===== src/hdl/hbr_pkg.sv =====
// Types, codes and the CRC step shared by the HDLC bit receiver.
`default_nettype none
package hbr_pkg;

  localparam int unsigned KIND_WIDTH    = 3;
  localparam int unsigned MAX_LEN_WIDTH = 11;

  typedef logic [KIND_WIDTH-1:0]    kind_t;
  typedef logic [MAX_LEN_WIDTH-1:0] max_len_t;

  localparam kind_t KIND_DATA    = 3'd0;
  localparam kind_t KIND_GOOD    = 3'd1;
  localparam kind_t KIND_BAD     = 3'd2;
  localparam kind_t KIND_PARTIAL = 3'd3;
  localparam kind_t KIND_ABORT   = 3'd4;

  localparam max_len_t MAX_LEN_RESET = 11'd330;

  localparam logic [7:0]  FLAG_PATTERN = 8'h7E;
  localparam logic [15:0] CRC_INIT     = 16'hFFFF;
  localparam logic [15:0] CRC_POLY     = 16'h8408;
  localparam logic [2:0]  ONES_LIMIT   = 3'd5;

  // One symbol out of the flag window: a data bit or a flag.
  typedef struct packed {
    logic valid;
    logic flag;
    logic data;
  } sym_t;

  // Reflected CRC-16/X.25 over one octet, LSB first.
  function automatic logic [15:0] crc16_x25_byte(input logic [15:0] crc_in,
                                                 input logic [7:0]  data);
    logic [15:0] c;
    c = crc_in ^ {8'h00, data};
    for (int i = 0; i < 8; i++) begin
      c = c[0] ? ((c >> 1) ^ CRC_POLY) : (c >> 1);
    end
    return c;
  endfunction

endpackage
`default_nettype wire


===== src/hdl/hbr_line_if.sv =====
// Valid/ready channel carrying one received line bit per beat.
`default_nettype none
interface hbr_line_if;
  logic valid;
  logic ready;
  logic line_bit;

  modport source (output valid, output line_bit, input ready);
  modport sink   (input valid, input line_bit, output ready);
endinterface
`default_nettype wire


===== src/hdl/hbr_report_if.sv =====
// Valid/ready channel carrying one receiver report (octet or frame status) per beat.
`default_nettype none
interface hbr_report_if
  import hbr_pkg::*;
#(
  parameter int unsigned LENGTH_WIDTH = 11
);
  logic                    valid;
  logic                    ready;
  kind_t                   kind;
  logic [7:0]              octet;
  logic [LENGTH_WIDTH-1:0] frame_length;

  modport source (output valid, output kind, output octet, output frame_length, input ready);
  modport sink   (input valid, input kind, input octet, input frame_length, output ready);
endinterface
`default_nettype wire


===== src/hdl/hdlc_bit_receiver.sv =====
// HDLC bit receiver top level: a line bit stream in, octets and frame status out, with
// flag detection, zero unstuffing and a CRC-16/X.25 check. One line bit is taken per
// cycle while the two-entry result buffer has space; its report, if any, waits there
// behind earlier ones for the report channel. Each symbol out of the look-ahead window
// passes the deframer in the same cycle and lands in that buffer, so line_bits.ready
// drops only while two reports wait unread. max_len may be written while no bits are
// being taken; the frame length is LENGTH_WIDTH bits wide and stops at its maximum.
`default_nettype none
module hdlc_bit_receiver
  import hbr_pkg::*;
#(
  parameter int unsigned LENGTH_WIDTH = 11
)(
  input  wire                 clk,
  input  wire                 rst,
  input  wire                 cfg_wr_en,
  input  wire  [10:0]         cfg_wr_data,
  hbr_line_if.sink            line_bits,
  hbr_report_if.source        reports
);

  localparam int unsigned RES_W = KIND_WIDTH + 8 + LENGTH_WIDTH;

  max_len_t                max_len;
  logic                    accept;
  logic                    buf_space;
  sym_t                    sym;
  logic                    res_valid;
  kind_t                   res_kind;
  logic [7:0]              res_octet;
  logic [LENGTH_WIDTH-1:0] res_length;
  logic [RES_W-1:0]        buf_data;

  always_ff @(posedge clk) begin
    if (rst) begin
      max_len <= MAX_LEN_RESET;
    end else if (cfg_wr_en) begin
      max_len <= cfg_wr_data;
    end
  end

  assign line_bits.ready = buf_space;
  assign accept          = line_bits.valid && buf_space;

  hbr_window u_window (
    .clk      (clk),
    .rst      (rst),
    .accept   (accept),
    .line_bit (line_bits.line_bit),
    .sym      (sym)
  );

  hbr_deframer #(
    .LENGTH_WIDTH (LENGTH_WIDTH)
  ) u_deframer (
    .clk        (clk),
    .rst        (rst),
    .sym        (sym),
    .max_len    (max_len),
    .res_valid  (res_valid),
    .res_kind   (res_kind),
    .res_octet  (res_octet),
    .res_length (res_length)
  );

  hbr_out_buf #(
    .WIDTH (RES_W)
  ) u_out_buf (
    .clk       (clk),
    .rst       (rst),
    .push      (res_valid),
    .push_data ({res_kind, res_octet, res_length}),
    .space     (buf_space),
    .valid     (reports.valid),
    .ready     (reports.ready),
    .data      (buf_data)
  );

  assign reports.kind         = buf_data[RES_W-1 -: KIND_WIDTH];
  assign reports.octet        = buf_data[LENGTH_WIDTH +: 8];
  assign reports.frame_length = buf_data[LENGTH_WIDTH-1:0];

endmodule
`default_nettype wire


===== src/hdl/hbr_window.sv =====
// Eight-bit look-ahead window that turns line bits into data-bit and flag symbols.
`default_nettype none
module hbr_window
  import hbr_pkg::*;
(
  input  wire  clk,
  input  wire  rst,
  input  wire  accept,
  input  wire  line_bit,
  output sym_t sym
);

  logic [7:0] lookahead;
  logic [2:0] fill;
  logic [7:0] lookahead_next;
  logic [2:0] fill_next;
  logic [7:0] window;

  always_comb begin
    window         = lookahead | ((8'h01 << fill) & {8{line_bit}});
    sym            = '0;
    lookahead_next = lookahead;
    fill_next      = fill;
    if (accept) begin
      if (fill == 3'd7) begin
        sym.valid = 1'b1;
        if (window == FLAG_PATTERN) begin
          // Flag consumes the whole window.
          sym.flag       = 1'b1;
          lookahead_next = '0;
          fill_next      = '0;
        end else begin
          sym.data       = window[0];
          lookahead_next = window >> 1;
        end
      end else begin
        lookahead_next = window;
        fill_next      = fill + 3'd1;
      end
    end
  end

  always_ff @(posedge clk) begin
    if (rst) begin
      lookahead <= '0;
      fill      <= '0;
    end else begin
      lookahead <= lookahead_next;
      fill      <= fill_next;
    end
  end

endmodule
`default_nettype wire


===== src/hdl/hbr_deframer.sv =====
// Flag hunt, zero unstuffing, octet assembly and FCS check for the HDLC receiver.
`default_nettype none
module hbr_deframer
  import hbr_pkg::*;
#(
  parameter int unsigned LENGTH_WIDTH = 11
)(
  input  wire                     clk,
  input  wire                     rst,
  input  sym_t                    sym,
  input  max_len_t                max_len,
  output logic                    res_valid,
  output kind_t                   res_kind,
  output logic [7:0]              res_octet,
  output logic [LENGTH_WIDTH-1:0] res_length
);

  localparam logic [1:0] MODE_HUNT  = 2'd0;
  localparam logic [1:0] MODE_SYNC  = 2'd1;
  localparam logic [1:0] MODE_FRAME = 2'd2;

  localparam int unsigned CMP_W =
    (LENGTH_WIDTH > MAX_LEN_WIDTH) ? LENGTH_WIDTH : MAX_LEN_WIDTH;
  localparam logic [LENGTH_WIDTH-1:0] TOTAL_MAX = {LENGTH_WIDTH{1'b1}};

  logic [1:0]              mode, mode_next;
  logic [2:0]              bit_index, bit_index_next;
  logic [2:0]              ones_run, ones_run_next;
  logic                    stuff_pending, stuff_pending_next;
  logic [7:0]              shift_octet, shift_octet_next;
  logic [LENGTH_WIDTH-1:0] octet_total, octet_total_next;
  logic [15:0]             crc_lagged, crc_lagged_next;
  logic [15:0]             last_two, last_two_next;

  logic        do_frame;
  logic        finish;
  logic [15:0] fcs;

  always_comb begin
    mode_next          = mode;
    bit_index_next     = bit_index;
    ones_run_next      = ones_run;
    stuff_pending_next = stuff_pending;
    shift_octet_next   = shift_octet;
    octet_total_next   = octet_total;
    crc_lagged_next    = crc_lagged;
    last_two_next      = last_two;
    res_valid          = 1'b0;
    res_kind           = KIND_DATA;
    res_octet          = '0;
    res_length         = '0;
    do_frame           = 1'b0;
    finish             = 1'b0;
    fcs                = {~last_two[7:0], ~last_two[15:8]};

    if (sym.valid) begin
      case (mode)
        MODE_FRAME: do_frame = 1'b1;
        MODE_SYNC: begin
          if (!sym.flag) begin
            // First data bit after the opening flags: start a fresh frame.
            mode_next          = MODE_FRAME;
            bit_index_next     = '0;
            ones_run_next      = '0;
            stuff_pending_next = 1'b0;
            shift_octet_next   = '0;
            octet_total_next   = '0;
            crc_lagged_next    = CRC_INIT;
            last_two_next      = '0;
            do_frame           = 1'b1;
          end
        end
        default: mode_next = sym.flag ? MODE_SYNC : MODE_HUNT;
      endcase
    end

    if (do_frame) begin
      fcs = {~last_two_next[7:0], ~last_two_next[15:8]};
      if (stuff_pending_next) begin
        stuff_pending_next = 1'b0;
        if (sym.flag || sym.data) begin
          // Six ones in a row, or a flag where the stuffed zero should be: abort.
          mode_next  = MODE_HUNT;
          res_valid  = 1'b1;
          res_kind   = KIND_ABORT;
          res_length = octet_total_next;
        end else begin
          // Drop the stuffed zero; release an octet held behind it.
          ones_run_next = '0;
          finish        = (bit_index_next == 3'd0);
        end
      end else if (bit_index_next == 3'd0 && sym.flag) begin
        mode_next  = MODE_SYNC;
        res_valid  = 1'b1;
        res_kind   = (octet_total_next >= LENGTH_WIDTH'(2) && fcs == crc_lagged_next)
                     ? KIND_GOOD : KIND_BAD;
        res_length = octet_total_next;
      end else if (bit_index_next == 3'd0 &&
                   (CMP_W'(octet_total_next) > CMP_W'(max_len) ||
                    octet_total_next == TOTAL_MAX)) begin
        // Frame too long.
        mode_next  = MODE_HUNT;
        res_valid  = 1'b1;
        res_kind   = KIND_ABORT;
        res_length = octet_total_next;
      end else if (sym.flag) begin
        mode_next  = MODE_SYNC;
        res_valid  = 1'b1;
        res_kind   = KIND_PARTIAL;
        res_length = octet_total_next;
      end else begin
        shift_octet_next = {sym.data, shift_octet_next[7:1]};
        ones_run_next    = sym.data ? ones_run_next + 3'd1 : 3'd0;
        bit_index_next   = bit_index_next + 3'd1;
        if (ones_run_next >= ONES_LIMIT) begin
          stuff_pending_next = 1'b1;
        end else begin
          finish = (bit_index_next == 3'd0);
        end
      end

      if (finish) begin
        // CRC lags two octets behind so the FCS itself stays out of it.
        if (octet_total_next >= LENGTH_WIDTH'(2)) begin
          crc_lagged_next = crc16_x25_byte(crc_lagged_next, last_two_next[15:8]);
        end
        last_two_next = {last_two_next[7:0], shift_octet_next};
        if (octet_total_next != TOTAL_MAX) begin
          octet_total_next = octet_total_next + LENGTH_WIDTH'(1);
        end
        res_valid = 1'b1;
        res_kind  = KIND_DATA;
        res_octet = shift_octet_next;
      end
    end
  end

  always_ff @(posedge clk) begin
    if (rst) begin
      mode          <= MODE_HUNT;
      bit_index     <= '0;
      ones_run      <= '0;
      stuff_pending <= 1'b0;
      shift_octet   <= '0;
      octet_total   <= '0;
      crc_lagged    <= CRC_INIT;
      last_two      <= '0;
    end else begin
      mode          <= mode_next;
      bit_index     <= bit_index_next;
      ones_run      <= ones_run_next;
      stuff_pending <= stuff_pending_next;
      shift_octet   <= shift_octet_next;
      octet_total   <= octet_total_next;
      crc_lagged    <= crc_lagged_next;
      last_two      <= last_two_next;
    end
  end

endmodule
`default_nettype wire


===== src/hdl/hbr_out_buf.sv =====
// Two-entry result register with skid slot between the deframer and the report channel.
`default_nettype none
module hbr_out_buf #(
  parameter int unsigned WIDTH = 22
)(
  input  wire              clk,
  input  wire              rst,
  input  wire              push,
  input  wire  [WIDTH-1:0] push_data,
  output logic             space,
  output logic             valid,
  input  wire              ready,
  output logic [WIDTH-1:0] data
);

  logic [WIDTH-1:0] entries [2];
  logic             wr_ptr;
  logic             rd_ptr;
  logic [1:0]       count;
  logic             pop;

  assign valid = (count != 2'd0);
  assign space = (count != 2'd2);
  assign data  = entries[rd_ptr];
  assign pop   = valid && ready;

  always_ff @(posedge clk) begin
    if (push) begin
      entries[wr_ptr] <= push_data;
    end
  end

  always_ff @(posedge clk) begin
    if (rst) begin
      wr_ptr <= 1'b0;
      rd_ptr <= 1'b0;
      count  <= '0;
    end else begin
      if (push) begin
        wr_ptr <= ~wr_ptr;
      end
      if (pop) begin
        rd_ptr <= ~rd_ptr;
      end
      count <= count + {1'b0, push} - {1'b0, pop};
    end
  end

endmodule
`default_nettype wire


===== src/flat_wrapper.sv =====
// flat-port wrapper written by rule: the top's interface ports become plain ports
module hdlc_bit_receiver_flat import hbr_pkg::*;
#(
  parameter int unsigned LENGTH_WIDTH = 11
)
  (clk, rst, cfg_wr_en, cfg_wr_data, line_bits_valid, line_bits_line_bit, line_bits_ready, reports_valid, reports_kind, reports_octet, reports_frame_length, reports_ready);
  hbr_line_if line_bits_i ();
  hbr_report_if #(.LENGTH_WIDTH(LENGTH_WIDTH)) reports_i ();
  input  wire clk;
  input  wire rst;
  input  wire cfg_wr_en;
  input  wire  [10:0] cfg_wr_data;
  input wire logic [$bits(line_bits_i.valid)-1:0] line_bits_valid;
  input wire logic [$bits(line_bits_i.line_bit)-1:0] line_bits_line_bit;
  output wire logic [$bits(line_bits_i.ready)-1:0] line_bits_ready;
  output wire logic [$bits(reports_i.valid)-1:0] reports_valid;
  output wire logic [$bits(reports_i.kind)-1:0] reports_kind;
  output wire logic [$bits(reports_i.octet)-1:0] reports_octet;
  output wire logic [$bits(reports_i.frame_length)-1:0] reports_frame_length;
  input wire logic [$bits(reports_i.ready)-1:0] reports_ready;
  assign line_bits_i.valid = line_bits_valid;
  assign line_bits_i.line_bit = line_bits_line_bit;
  assign line_bits_ready = line_bits_i.ready;
  assign reports_valid = reports_i.valid;
  assign reports_kind = reports_i.kind;
  assign reports_octet = reports_i.octet;
  assign reports_frame_length = reports_i.frame_length;
  assign reports_i.ready = reports_ready;
  hdlc_bit_receiver #(.LENGTH_WIDTH(LENGTH_WIDTH)) u_core (.clk(clk), .rst(rst), .cfg_wr_en(cfg_wr_en), .cfg_wr_data(cfg_wr_data), .line_bits(line_bits_i), .reports(reports_i));
endmodule

===== config.mk =====
export PLATFORM = sky130hd
export DESIGN_NAME = hdlc_bit_receiver_flat
export DESIGN_NICKNAME = d
export VERILOG_FILES = /design/src/hdl/hbr_pkg.sv /design/src/hdl/hbr_line_if.sv /design/src/hdl/hbr_report_if.sv /design/src/hdl/hdlc_bit_receiver.sv /design/src/hdl/hbr_window.sv /design/src/hdl/hbr_deframer.sv /design/src/hdl/hbr_out_buf.sv /design/src/flat_wrapper.sv
export SDC_FILE = /design/constraint.sdc
export NUM_CORES = 1
export LEC_CHECK = 0
export ABC_AREA = 1
export BUFFER_PORTS_ARGS = -buffer_cell sky130_fd_sc_hd__buf_2
export CORE_ASPECT_RATIO = 2
export CORE_MARGIN = 8
export CORE_UTILIZATION = 60
export DETAILED_ROUTE_END_ITERATION = 8
export GPL_TIMING_DRIVEN = 0
export PLACE_DENSITY_LB_ADDON = 0.12
export SLEW_MARGIN = 20
export SYNTH_ARGS = -nofsm -noshare
export SYNTH_HDL_FRONTEND = slang
export SYNTH_SLANG_ARGS = --single-unit

===== constraint.sdc =====
create_clock -name clk -period 14.2 [get_ports clk]
set_input_delay 1.42 -clock clk [delete_from_list [all_inputs] [get_ports clk]]
set_output_delay 1.42 -clock clk [all_outputs]
set_load 0.02 [all_outputs]

Word-level counts from Yosys, hierarchy flattened
Memory sizes are Yosys's and may differ from the RTL's. A register that Yosys moved wholly into a read port is not among the register bits.
Index checks and enable logic that the tools add are counted.
- bits in registers: 86
- bits in writable memories: 44
- input port bits: 17
- output and inout port bits: 24
- word-level logic and storage cells: 175
- memories: 1
- add/sub/neg operators: 6
- order comparisons: 3
- equal/unequal tests: 9
- shift operators: 1
- muxes and demuxes: 115
- bitwise operators: 15
- reductions and logical operators: 11
- memory list (name ; depth ; width ; read ports ; clocked after memory_dff ; write ports ; line ; text):
    u_core.u_out_buf.entries ; 2 ; 22 ; 1 ; 1 ; 1 ; hbr_out_buf.sv:16 ; logic [WIDTH-1:0] entries [2];
- operators with widths (cell ; count):
    2-to-1 mux 16 bit ; 19
    2-to-1 mux 11 bit ; 12
    2-to-1 mux 8 bit ; 11
    2-to-1 mux 3 bit ; 28
    2-to-1 mux 1 bit ; 32
    inverter 2 -> 3 bit ; 8
    2-to-1 mux 2 bit ; 10
    == test 16 bit ; 1
    inverter 8 bit ; 2
    XOR 16 x 8 -> 16 bit ; 1
    adder 11 x 1 -> 11 bit (second input constant) ; 1
    == test 11 bit (second input constant) ; 1
    >= comparator 11 x 2 -> 1 bit (second input constant) ; 1
    > comparator 11 bit ; 1
    inequality test 11 bit (second input constant) ; 1
    adder 3 x 1 -> 3 bit (second input constant) ; 3
    bitwise AND 8 bit ; 1
    == test 8 x 7 -> 1 bit (second input constant) ; 1
    bitwise OR 8 bit ; 1
    << shifter 1 x 3 -> 8 bit (first input constant) ; 1
    2-to-1 mux 7 bit ; 1
    zero test 3 bit ; 2
    logical AND 1 bit ; 5
    case mux 2 bit (2 select lines) ; 1
    13 further kinds ; 15

Longest topological paths before layout
- word-level depth: 30
- gate-level depth with buffers: 31
- mapped depth without buffers: 29

By module
Synthesis repeated with hierarchy kept, for this count alone.
- cells, all modules: 994
- area, all modules: 7592.3 um2
- modules (own cells, without submodules) (module ; times used ; cells an instance ; area each (um2) ; sequential area each (um2)):
    hbr_deframer ; 1 ; 720 ; 4541.9 ; 1201.2
    hbr_out_buf ; 1 ; 104 ; 1830.5 ; 1421.4
    hbr_window ; 1 ; 105 ; 767.0 ; 220.2
    hdlc_bit_receiver ; 1 ; 65 ; 452.9 ; 220.2

Worst setup path before layout
Ideal clock, no wire load.
- path type: input port to flip-flop
- from: input line_bits_line_bit
- to: memory u_core.u_out_buf.entries[0][0] (enable)
- setup time: 401 ps
- data arrival time: 4864 ps
- data required time: 13799 ps
- slack: 8936 ps
- stages: 22
- path buffers: 3
- cell sequence: buf_6 > a21oi_2 > nand2_2 > nor2_4 > nand3_4 > nand2_4 > buf_12 > inv_2 > buf_2 > nor2_1 > inv_1 > ha_1 > nand4_1 > o31ai_1 > nand2_4 > nand2_4 > nand2_4 > nand2_8 > nand3_4 > nand2_1 > inv_2 > nor2_1
- longest elaborated chain between the ends: 22
- elaborated cells between the ends (all ways): 50
- those cells by class: add/sub (2); order compare (2); eq/ne (2); mux (36); bitwise (2); reduce/logical (6)
- RTL lines (item ; line ; text):
    start, declared ; flat_wrapper.sv:14 ; input wire logic [$bits(line_bits_i.line_bit)-1:0] line_bits_line_bit;
    bitwise AND 8 bit (*) ; hbr_window.sv:20 ; window = lookahead | ((8'h01 << fill) & {8{line_bit}});
    bitwise OR 8 bit (*) ; hbr_window.sv:20 ;
    == test 8 x 7 -> 1 bit ; hbr_window.sv:27 ; if (window == FLAG_PATTERN) begin
    2-to-1 mux 1 bit ; hbr_window.sv:27 ;
    2-to-1 mux 3 bit (*) ; hbr_window.sv:25 ; if (fill == 3'd7) begin
    2-to-1 mux 3 bit (*) ; hbr_window.sv:24 ; if (accept) begin
    2-to-1 mux 3 bit ; hbr_deframer.sv:60 ; if (!sym.flag) begin
    2-to-1 mux 3 bit ; hbr_deframer.sv:57 ; case (mode)
    [6 not listed] ; -- ;
    2-to-1 mux 1 bit ; hbr_deframer.sv:98 ; end else if (bit_index_next == 3'd0 &&
    2-to-1 mux 1 bit ; hbr_deframer.sv:92 ; end else if (bit_index_next == 3'd0 && sym.flag) begin
    2-to-1 mux 1 bit ; hbr_deframer.sv:79 ; if (stuff_pending_next) begin
    2-to-1 mux 1 bit ; hbr_deframer.sv:77 ; if (do_frame) begin
    2-to-1 mux 1 bit ; hbr_deframer.sv:122 ; if (finish) begin
    2-to-1 mux 1 bit (*) ; hbr_deframer.sv:77 ;
    2-to-1 mux 1 bit (*) ; hbr_out_buf.sv:28 ; if (push) begin
    2-to-1 mux 1 bit (not written as such) (*) ; hbr_out_buf.sv:29 ; entries[wr_ptr] <= push_data;
    end, declared ; hbr_out_buf.sv:16 ;
Every way passes the cells marked *; elsewhere a longest branch is shown, timed or not. The select of a mux whose other input is x is not followed.

Worst setup path in the final report
- from: input line_bits_line_bit
- to: register u_core.u_out_buf.count[1]
- longest elaborated chain between the ends: 22
- elaborated cells between the ends (all ways): 50
- those cells by class: add/sub (4); order compare (2); eq/ne (2); mux (34); bitwise (2); reduce/logical (6)
- RTL lines (item ; line ; text):
    bitwise AND 8 bit (*) ; hbr_window.sv:20 ;
    bitwise OR 8 bit (*) ; hbr_window.sv:20 ;
    == test 8 x 7 -> 1 bit ; hbr_window.sv:27 ;
    2-to-1 mux 1 bit ; hbr_window.sv:27 ;
    2-to-1 mux 3 bit (*) ; hbr_window.sv:25 ;
    2-to-1 mux 3 bit (*) ; hbr_window.sv:24 ;
    2-to-1 mux 3 bit ; hbr_deframer.sv:60 ;
    2-to-1 mux 3 bit ; hbr_deframer.sv:57 ;
    [6 not listed] ; -- ;
    2-to-1 mux 1 bit ; hbr_deframer.sv:98 ;
    2-to-1 mux 1 bit ; hbr_deframer.sv:92 ;
    2-to-1 mux 1 bit ; hbr_deframer.sv:79 ;
    2-to-1 mux 1 bit ; hbr_deframer.sv:77 ;
    2-to-1 mux 1 bit ; hbr_deframer.sv:122 ;
    2-to-1 mux 1 bit (*) ; hbr_deframer.sv:77 ;
    adder 2 x 1 -> 2 bit (*) ; hbr_out_buf.sv:45 ; count <= count + {1'b0, push} - {1'b0, pop};
    subtractor 2 x 1 -> 2 bit (*) ; hbr_out_buf.sv:45 ;
    end signal, assigned ; hbr_out_buf.sv:45 ;
    end, declared ; hbr_out_buf.sv:19 ; logic [1:0] count;
Marked as above.
A chain may end at the register's enable or synchronous reset.

==> flow_summary.yaml <==
outcome:
  status: "completed"
cts:
  cts_tree: "built"
  clkSinkCount: 131
  postCtsHoldBufs: 0
  cts_buffers: 17
  cts_resized: 0
  cts_buffer_depth: 2
  postCtsSetupRepairBufs: 0
  ctsRootBufferMaster: "clkbuf_16"
  path_clk_slew_ns: 0.06
  cts.htree.levels: 4
  clock_latency_ns: 0.42
timing:
  timing.fmax_mhz: 187.1
  setup_viol: 0
  finalClockSkew_ns: 0.01089
  min_period_over_period_pct: 37.64
  setup_slack_ns: 8.855
  rsz0062_at_grt: "no"
  hold_violations: 0
  maxSlewHeadroom_pct: 52.25
  slew_viol_final: 0
  period_needed_ns: 5.345
  worst_pin_slew_ns: 0.7162
  fin_setup_tns_ns: 0
critical_path:
  crit_slowest_cell: "o31ai_1"
  crit_path_end_kind: "flip-flop"
  arrival_ns: 5.69
  cp_max_fo: 10
  r2r_start: "u_core.u_window.fill[0]"
  slowest_delay_ns: 0.43
  crit_family: "simple AND/OR/NAND/NOR gates"
  ff2ff_setup_slack_ns: 9.09
  path_class: "in -> reg"
  r2r_cells: 27
  worstPathRequired_ns: 14.55
  reg2reg_to: "u_core.u_out_buf.count[1]"
  crit_path_start_kind: "input pin"
  critical_path_buf_inv_count: 7
synth:
  synthSimpleGateAreaFrac_pct: 26.58
  yosysSeqAreaShare_pct: 40.84
  syn_area_per_cell_um2: 7.820
  synth_adder_area_share_pct: 4.505
  synth_compound_area_share_pct: 12.71
  synthDistinctLibCells: 48
  synth-xor-area-share_pct: 2.486
  synth_fp_nets: 1003
  synth-async-reset-ratio_pct: 0
  ys_ff_latch: 131
  muxShareOfSynthArea_pct: 3.303
  synth_top_family_by_area: "simple AND/OR/NAND/NOR gates"
  yosys_warnings: 0
  synthCells: 959
  synth_edf_count: 44
  synth_area_mm2: 0.007500
  synth_flop_cell: "dfxtp_1"
worst_hold_path:
  hold_class: "reg -> reg"
  hold-path-endpoint: "u_core.u_out_buf.rd_ptr"
  whs_path_depth: 1
  hp-start: "u_core.u_out_buf.rd_ptr"
route:
  vias: 6719
  drt_iter0_markers: 491
  drc: 0
  vias_per_cell: 5.699
  dr.pass1.iters: 6
  routedWlPerCell_um: 16.18
  antenna_left: 0
  wl_mm: 19.08
run:
  cap_violations: 0
cells_and_area:
  final_util_pct: 68.50
  synthToLayoutAreaGrowth_pct: 13.35
  drive_gt1_share_pct: 17.59
  diodes: 0
  fin_cells: 1179
  nets: 1060
placed_design:
  hpwl_mm: 13.73
  dp_cells: 1147
  post-place-ws_ns: 8.329
  place.gp.congestion: 0.9293
  portBuffers: 37
power_and_ir_drop:
  power_density_mw_per_mm2: 102.2
  p_leak_nw: 3.942
  peakVddDrop_mv: 0.1013
grt:
  grt_pass1_vias: 6431
  grt_max_degree: 24
  grt_pass1_wl_mm: 31.33
  grt_usage_pct: 24.06
  grt_overflow: 0
  antenna_found_initial: 0
floorplan:
  dieArea_mm2: 0.01655
  rows: 58
  die_y_um: 174.1
  fp.coreArea_mm2: 0.01241
  num_io_pins: 41
  die_x_um: 95.06
  initial_core_util_pct: 60.44
## cell usage in the layout (no fill, tap or decap), drive strengths merged, types with 14 or more instances in the layout
| cell | Yosys | routed |
|---|---|---|
| xor2 | 14 | 14 |
| o21ai | 64 | 64 |
| nand3 | 72 | 72 |
| inv | 132 | 134 |
| nor2 | 67 | 67 |
| nand2 | 254 | 254 |
| mux2 | 22 | 22 |
| edfxtp | 44 | 44 |
| ha | 27 | 27 |
| a21oi | 78 | 78 |
| buf | 21 | 59 |
| clkbuf | 17 | 35 |
| dfxtp | 87 | 87 |
## sequential cells by signal, indices dropped and copies added, names as in the netlist, 8 cells and up, named ones only
name	flops
u_core.max_len	11
u_core.u_deframer.crc_lagged	16
u_core.u_window.lookahead	8
u_core.u_deframer.last_two	16
u_core.u_deframer.shift_octet	8
u_core.u_deframer.octet_total	11
u_core.u_out_buf.entries	44
## cells in the mapped netlist (4+ instances only)
| master | count | area share, % |
|---|---|---|
| a21oi_1 | 76 | 5.1 |
| nand3b_1 | 7 | 0.70 |
| o21ai_0 | 47 | 3.1 |
| xor2_1 | 10 | 1.2 |
| nand2_1 | 238 | 12 |
| clkbuf_1 | 17 | 0.85 |
| a221oi_1 | 4 | 0.47 |
| nand2_2 | 9 | 0.75 |
| buf_4 | 6 | 0.60 |
| o211ai_1 | 5 | 0.50 |
| edfxtp_1 | 44 | 18 |
| nor2_4 | 5 | 0.75 |
| nor3_1 | 4 | 0.27 |
| xor2_2 | 4 | 0.87 |
| buf_6 | 4 | 0.60 |
| nor2_1 | 56 | 2.8 |
| nand3_1 | 59 | 3.9 |
| nand2_4 | 6 | 0.90 |
| nand3_2 | 10 | 1.3 |
| inv_1 | 121 | 6.1 |
| mux2_2 | 22 | 3.3 |
| o21ai_2 | 6 | 0.70 |
| o22ai_1 | 12 | 1.0 |
| buf_2 | 7 | 0.47 |
| dfxtp_1 | 87 | 23 |
| inv_2 | 10 | 0.50 |
| nand4_1 | 11 | 0.92 |
| nor2_2 | 6 | 0.50 |
| o21ai_1 | 11 | 0.73 |
| ha_1 | 27 | 4.5 |
## power breakdown
group | switching (W) | internal [W]
Clock | 0.000174 | 0.000278
Sequential | 0.00000159 | 0.000388
Combinational | 0.0000183 | 0.00000839
## worst max-delay path by stage
stage	slack, ns	endpoint	cells after the start	from
finish	8.85	u_core.u_out_buf.count[1]	27	line_bits_line_bit
global route	8.58	u_core.u_out_buf.count[1]	27	line_bits_line_bit
CTS	8.73	u_core.u_out_buf.entries[1][11]	23	line_bits_line_bit
detailed placement	8.33	u_core.u_out_buf.entries[1][16]	23	line_bits_line_bit
global placement	7.84	u_core.u_out_buf.entries[0][13]	23	line_bits_line_bit
floorplan	8.94	u_core.u_out_buf.entries[0][0]	22	line_bits_line_bit
## layer usage
layer	track usage [%]	routed length [um]	part of all wire, %
met5	0	0	0
met2	39.18	9255	49
met1	28.02	7438	39
met4	14.82	1046	5.5
met3	4.494	1340	7.0
## worst register-to-register path, cell delays in order, from the launching register on
cell	delay, ns
dfxtp_1	0.35
ha_1	0.23
ha_1	0.29
a21oi_2	0.23
nand2_2	0.09
nor2_4	0.13
nand3_4	0.12
nand2_4	0.13
buf_12	0.16
inv_2	0.08
buf_2	0.23
nor2_1	0.16
inv_1	0.15
ha_1	0.31
nand4_1	0.10
o31ai_1	0.43
nand2_4	0.19
nand2_4	0.14
nand3_1	0.16
nand2_2	0.25
nand2_1	0.14
inv_2	0.13
ha_1	0.24
inv_1	0.06
ha_1	0.15
xor2_1	0.17
o21ai_0	0.10
a21oi_1	0.15
## cell type report
class / count / area, um^2
repair buffers: 38 / 196.4
clock inverters: 14 / 180.2
inverters: 132 / 498.0
plain buffers: 38 / 220.2
clock buffers: 18 / 429.2
multi-input cells: 658 / 3726
well taps: 150 / 187.7
flip-flops and latches: 131 / 3063
fillers: 1029 / 3909
## logic make-up (layout without fill, tap and decap cells)
family / Yosys count / count (layout)
simple gates: 423 / 423
flops: 131 / 131
fa+ha+maj: 27 / 27
compound gates: 169 / 169
xor+xnor: 17 / 17
mux: 22 / 22
buf+inv: 170 / 240
## through the flow
step                      cell area, um^2  hold WS, ns  total power (W)
after global routing                 8501       0.4751        0.0008878
after CTS                            8496       0.4583        0.0008720
after floorplan                      7500       0.4257        0.0004159
after global placement               7873       0.4381        0.0004238
final                                8501       0.4608        0.0008686
after detailed placement             7886       0.4477        0.0004246
No activity file was read; power rests on OpenSTA's default activity.
